$ cat config.mk
export PLATFORM = sky130hd
export DESIGN_NAME = rpwdb_xform
export DESIGN_NICKNAME = d
export VERILOG_FILES = /design/src/rpwdb_pkg.sv /design/src/rpwdb_xform.sv
export SDC_FILE = /design/constraint.sdc
export NUM_CORES = 1
export LEC_CHECK = 0
export BUFFER_PORTS_ARGS = -buffer_cell sky130_fd_sc_hd__buf_4
export CORE_ASPECT_RATIO = 1.75
export CORE_UTILIZATION = 55
export CTS_CLUSTER_SIZE = 40
export DETAILED_ROUTE_END_ITERATION = 12
export GPL_TIMING_DRIVEN = 0
export PLACE_DENSITY = 0.83
export SETUP_SLACK_MARGIN = 0.5
export SYNTH_ARGS = -nofsm -noshare
export SYNTH_HDL_FRONTEND = slang
export SYNTH_SLANG_ARGS = --single-unit
$ cat constraint.sdc
create_clock -name clk_i -period 6.6 [get_ports clk_i]
set_input_delay 0.99 -clock clk_i [delete_from_list [all_inputs] [get_ports clk_i]]
set_output_delay 0.99 -clock clk_i [all_outputs]
set_load 0.005 [all_outputs]
$ cat src/rpwdb_pkg.sv
package rpwdb_pkg;

  // Item operation codes.
  localparam logic OP_DRAW  = 1'b0;
  localparam logic OP_FLUSH = 1'b1;

  // Rotation codes.
  localparam logic [1:0] ROT_0   = 2'd0;
  localparam logic [1:0] ROT_90  = 2'd1;
  localparam logic [1:0] ROT_180 = 2'd2;
  localparam logic [1:0] ROT_270 = 2'd3;

  // Configuration register indexes.
  localparam int unsigned CFG_IDX_W = 3;
  localparam logic [CFG_IDX_W-1:0] CFG_PANEL_WIDTH  = 3'd0;
  localparam logic [CFG_IDX_W-1:0] CFG_PANEL_HEIGHT = 3'd1;
  localparam logic [CFG_IDX_W-1:0] CFG_ROTATION     = 3'd2;
  localparam logic [CFG_IDX_W-1:0] CFG_BGR_ORDER    = 3'd3;
  localparam logic [CFG_IDX_W-1:0] CFG_CLIP_X_MIN   = 3'd4;
  localparam logic [CFG_IDX_W-1:0] CFG_CLIP_Y_MIN   = 3'd5;
  localparam logic [CFG_IDX_W-1:0] CFG_CLIP_X_END   = 3'd6;
  localparam logic [CFG_IDX_W-1:0] CFG_CLIP_Y_END   = 3'd7;
  localparam int unsigned CFG_DATA_W = 10;

  // Register reset values.
  localparam logic [9:0] PANEL_RST    = 10'd512;
  localparam logic [9:0] CLIP_END_RST = 10'd512;

  // Width of the row-major address sum py * w + px with 10-bit operands.
  localparam int unsigned SUM_W = 21;

  typedef struct packed {
    logic [9:0] panel_width;
    logic [9:0] panel_height;
    logic [1:0] rotation;
    logic       bgr_order;
    logic [9:0] clip_x_min;
    logic [9:0] clip_y_min;
    logic [9:0] clip_x_end;
    logic [9:0] clip_y_end;
  } rpwdb_cfg_t;

  typedef struct packed {
    logic              operation;
    logic signed [11:0] pos_x;
    logic signed [11:0] pos_y;
    logic [7:0]        red;
    logic [7:0]        green;
    logic [7:0]        blue;
  } rpwdb_in_t;

  typedef struct packed {
    logic       pixel_written;
    logic       box_valid;
    logic [9:0] box_x_low;
    logic [9:0] box_y_low;
    logic [8:0] box_x_high;
    logic [8:0] box_y_high;
  } rpwdb_out_t;

  // Transformed pixel handed from the front stage to the memory stage.
  typedef struct packed {
    logic        operation;
    logic        ok;
    logic [9:0]  px;
    logic [9:0]  py;
    logic [15:0] word;
  } rpwdb_pix_t;

endpackage

$ cat src/rpwdb_xform.sv
module rpwdb_xform
  import rpwdb_pkg::*;
(
  input  logic       clk_i,
  input  logic       load_i,
  input  rpwdb_in_t  item_i,
  input  rpwdb_cfg_t cfg_i,
  input  logic [9:0] eff_w_i,
  input  logic [9:0] eff_h_i,
  output rpwdb_pix_t pix_o
);

  logic signed [12:0] xs, ys, ws, hs, px_s, py_s;
  logic               in_clip, in_panel;
  logic [7:0]         r_c, b_c;
  rpwdb_pix_t         pix_d, pix_q;

  always_comb begin
    xs = {item_i.pos_x[11], item_i.pos_x};
    ys = {item_i.pos_y[11], item_i.pos_y};
    ws = $signed({3'b000, eff_w_i});
    hs = $signed({3'b000, eff_h_i});

    in_clip = (xs >= $signed({3'b000, cfg_i.clip_x_min})) &&
              (xs <  $signed({3'b000, cfg_i.clip_x_end})) &&
              (ys >= $signed({3'b000, cfg_i.clip_y_min})) &&
              (ys <  $signed({3'b000, cfg_i.clip_y_end}));

    unique case (cfg_i.rotation)
      ROT_90: begin
        px_s = ws - ys - 13'sd1;
        py_s = xs;
      end
      ROT_180: begin
        px_s = ws - xs - 13'sd1;
        py_s = hs - ys - 13'sd1;
      end
      ROT_270: begin
        px_s = ys;
        py_s = hs - xs - 13'sd1;
      end
      default: begin
        px_s = xs;
        py_s = ys;
      end
    endcase

    in_panel = !px_s[12] && !py_s[12] && (px_s < ws) && (py_s < hs);

    // In BGR mode red and blue trade places before packing to 565.
    r_c = cfg_i.bgr_order ? item_i.blue : item_i.red;
    b_c = cfg_i.bgr_order ? item_i.red  : item_i.blue;

    pix_d.operation = item_i.operation;
    pix_d.ok        = in_clip && in_panel;
    pix_d.px        = px_s[9:0];
    pix_d.py        = py_s[9:0];
    pix_d.word      = {r_c[7:3], item_i.green[7:2], b_c[7:3]};
  end

  always_ff @(posedge clk_i) begin
    if (load_i) begin
      pix_q <= pix_d;
    end
  end

  assign pix_o = pix_q;

endmodule

Yosys cells after proc, flatten, opt, wreduce, memory -nomap -nowiden
Index checks and enable logic that the tools add are counted.
W data, S select, Z words.

word-level totals
  register bits after elaboration = 38
  input bits = 134
  output and inout bits = 38
  word-level logic and storage cells = 35

operators by class
  $add $sub $neg = 8
  order comparisons = 6
  equal/unequal tests = 3
  muxes and demuxes = 4
  reduce and logical (&&, ||, !) cells = 9

operators with widths
  operator                 count
  $pmux W13 S3             2
  $sub A11 B12 Y13         4
  $sub A13 B2 Y13 const B  4
  $lt A13 B11 Y1           2
  $ge A12 B11 Y1           2
  $lt A12 B11 Y1           2
  $mux W8                  2
  $logic_and A1 B1 Y1      7
  $eq A2 B2 Y1 const B     2
  $eq A2 B1 Y1 const B     1
  $logic_not A1 Y1         2

Logic depth before layout (Yosys ltp)
  word-level depth = 8
  mapped depth = 19
  gate-level depth less buffers = 19

Least setup slack after synthesis
No wires, ideal clock.

  path kind = in2reg
  start = in item_i[27] (netlist bit)
  end = reg pix_q (netlist bit pix_o[36]) (data pin)
  setup time = 0.133 ns
  arrival = 4.493 ns
  data required time = 6.467 ns
  path slack = 1.975 ns
  stages on the path = 18
  path buffers = 0
  cells stage by stage = inv_1 -> ha_1 -> a21oi_1 -> nor2b_1 -> or4_1 -> a21oi_1 -> o21ai_0 -> xor2_1 -> mux4_2 -> ha_1 -> nor4_1 -> nand3_1 -> a21oi_1 -> o221ai_1 -> a211oi_1 -> o211ai_1 -> a311oi_1 -> o2111a_1

RTL lines
  element               RTL line           source
  start, declared       rpwdb_xform.sv:6   input rpwdb_in_t item_i,
  end signal, assigned  rpwdb_xform.sv:63  pix_q <= pix_d;
  end, declared         rpwdb_xform.sv:16  rpwdb_pix_t pix_d, pix_q;

==> impl_metrics.toml <==
[logic_synthesis]
synth_edf_count = 38
synthesis.area_sq_um = 5080
syn_avg_cell_area_sq_um = 9.22
ys_types = 59
yosysSeqAreaShare_pct = 22.5
synth_top_area_share_pct = 23.6
synth_nets = 785
async_flop_share_pct = 0
synth_area_leader_cell = "ha_1"
synth_area_leaders = "ha_1 (24%), edfxtp_1 (22%), mux4_2 (8.0%)"
yosysMostFrequentCell = "ha_1"
synthTopCellsByCount = "ha_1 (96), inv_1 (89), edfxtp_1 (38)"
synthFlopType = "edfxtp_1"
ys_ff_latch = 38
netlist_instances = 551
yosysWarningCount = 0

[detailed_routing]
vias = 5018
drt_pass1_iterations = 5
wl_mm = 16.2
drt-wirelength-per-cell_um = 19.8
drt_iter0_markers = 263
post-route-drc-count = 0
ant_nets = 0
vias_per_cell = 6.11

[grt]
first_global_vias = 5035
grt_pass1_wl_mm = 24.1
antenna_found_initial = 0
grt_max_degree = 39
grt_use_total_pct = 34.3
grt_overflow = 0

[critical_path]
critPathRequiredTime_ns = 6.70
cp_common_cell = "a21oi_1"
startpoint_type = "input port"
arrival_ns = 5.65
cp_cell_sequence = "buf_4 > inv_1 > ha_1 > a21oi_1 > nor2b_1 > or4_1 > a21oi_1 > o21ai_0 > xor2_1 > mux4_2 > ha_1 > nor4_1 > nand3_1 > a21oi_1 > o221ai_1 > a211oi_1 > o211ai_1 > a311oi_1 > o2111a_1"
crit_path_max_fanout = 5
slowest_stage = "mux4_2"
critPathKind = "in -> reg"
crit_path_max_incr_delay_ns = 0.50
crit_path_end_kind = "register"

[floorplan]
io_pins = 172
die_w_um = 74.7
start_util_pct = 56.2
chipHeight_um = 129
core_area_sq_um = 9040
rows = 46
die_area_sq_um = 9640

[clock_tree]
clock-sinks = 38
cts_resized = 0
cts_hold_buf = 0
clk_pin_slew_ns = 0.06
cts_made_buffers = 5
cts.htree.levels = 2
post_cts_buffers = 0
clock_path_buffers = 2
cts_tree = "done"
clock-root-buffer = "clkbuf_16"

[placement]
post-place-ws_ns = 0.811
place.gp.congestion = 0.951
placed_cell_area_sq_um = 6300
io_buffer_count = 142
detailed_place_hpwl_mm = 13.7

[sta]
slew_headroom_pct = 46.3
hold_viol_final = 0
hold_slack_ns = 0.878
worst_pin_slew_ns = 0.806
slew_violations = 0
fin_tns_setup_ns = 0
period_minus_slack_ns = 5.55
period_share_pct = 84.1
fmax_ghz = 0.180
grt_setup_unrepaired = "no"
setup_ws_ns = 1.05
finalSetupViolCount = 0

[pwr]
p_clk_share_pct = 26.2
switching_share_pct = 33.0
p_sw_mw = 0.348
p_int_mw = 0.708
p_leak_nw = 3.10
pwr-share-comb_pct = 44.6
pwr_density_cell_nw_per_um2 = 163
ir_drop_uv = 122
seqPwrFrac_pct = 29.2

[cells_and_area]
largest_reg_flops = 38
final_util_pct = 71.6
drive_gt1_share_pct = 27.1
syn_to_final_growth_pct = 27.3
n_antenna_cell = 0
finalNetCount = 934
stdcell_area_sq_um = 6470
fillers = 690

[worst_hold_path]
hold_class = "in -> reg"

[run_status]
outcome = "complete, no violations"

[run]
maxCapViolations = 0
==> logic make-up (layout without fill, tap and decap cells) <==
kind of cell    Yosys count  after routing  share of synthesized area (%)
simple gates            124            124                           12.3
fa+ha+maj               100            100                           25.2
xor+xnor                 29             29                           5.00
compound gates          134            134                           17.5
flops                    38             38                           22.5
mux                      28             28                           10.2
buf+inv                  98            248                           7.32
==> worst paths after layout <==
kind / startpoint / end / cells past startpoint
max: item_i[27] / pix_o[36] / 19
min: item_i[12] / pix_o[7] / 1
==> cell type report <==
class	count	area (sq um)	share of cell area (%)
Buffer	9	37.5	0.580
Tap cell	120	150	2.32
Timing Repair Buffer	142	1070	16.5
Clock inverter	3	45.0	0.697
Sequential cell	38	1140	17.6
Multi-Input combinational cell	415	3570	55.2
Clock buffer	5	125	1.93
Inverter	89	334	5.17
==> power groups by stage <==
stage / sequential [mW] / clock [mW] / combinational, mW
6_report: 0.308 / 0.276 / 0.471
5_1_grt: 0.311 / 0.287 / 0.517
4_1_cts: 0.308 / 0.277 / 0.466
3_5_place_dp: 0.313 / 0 / 0.462
3_3_place_gp: 0.312 / 0 / 0.447
2_1_floorplan: 0.316 / 0 / 0.266
==> stage by stage <==
stage	cells	power, mW
finish	821	1.06
CTS	821	1.05
detailed placement	813	0.776
global placement	813	0.759
floorplan	551	0.582
global route	821	1.11
==> layout by cell type, fill, tap and decap left out, drive strengths merged, types with 4 or more instances in the layout <==
cell type,n
and3,5
edfxtp,38
a21o,5
o2111ai,7
nand2b,5
or3,4
nor2,37
mux2,10
clkbuf,10
mux4,18
xor2,7
ha,96
a31oi,5
nor3,6
a21oi,35
inv,89
nand2,28
buf,146
xnor2,22
o21a,14
fa,4
nand3,10
o211ai,4
o21ai,37
nor2b,8
==> critical path, delay by kind of cell <==
kind	cells	cell delay (ns)
compound gates	9	2.30
xor+xnor	1	0.17
fa+ha+maj	2	0.56
buf+inv	2	0.21
mux	1	0.50
simple gates	4	0.92
==> routing by layer <==
layer / routed length [um] / track usage (%) / share of wire (%) / vias up
met1: 5200 / 31.1 / 32 / 2357
met2: 8910 / 63.9 / 55 / 251
li1: - / - / - / 2322
met5: 0 / 0 / 0 / -
met3: 750 / 4.28 / 4.6 / 88
met4: 1370 / 29.3 / 8.4 / 0
Power figures use the tool's default switching activity.
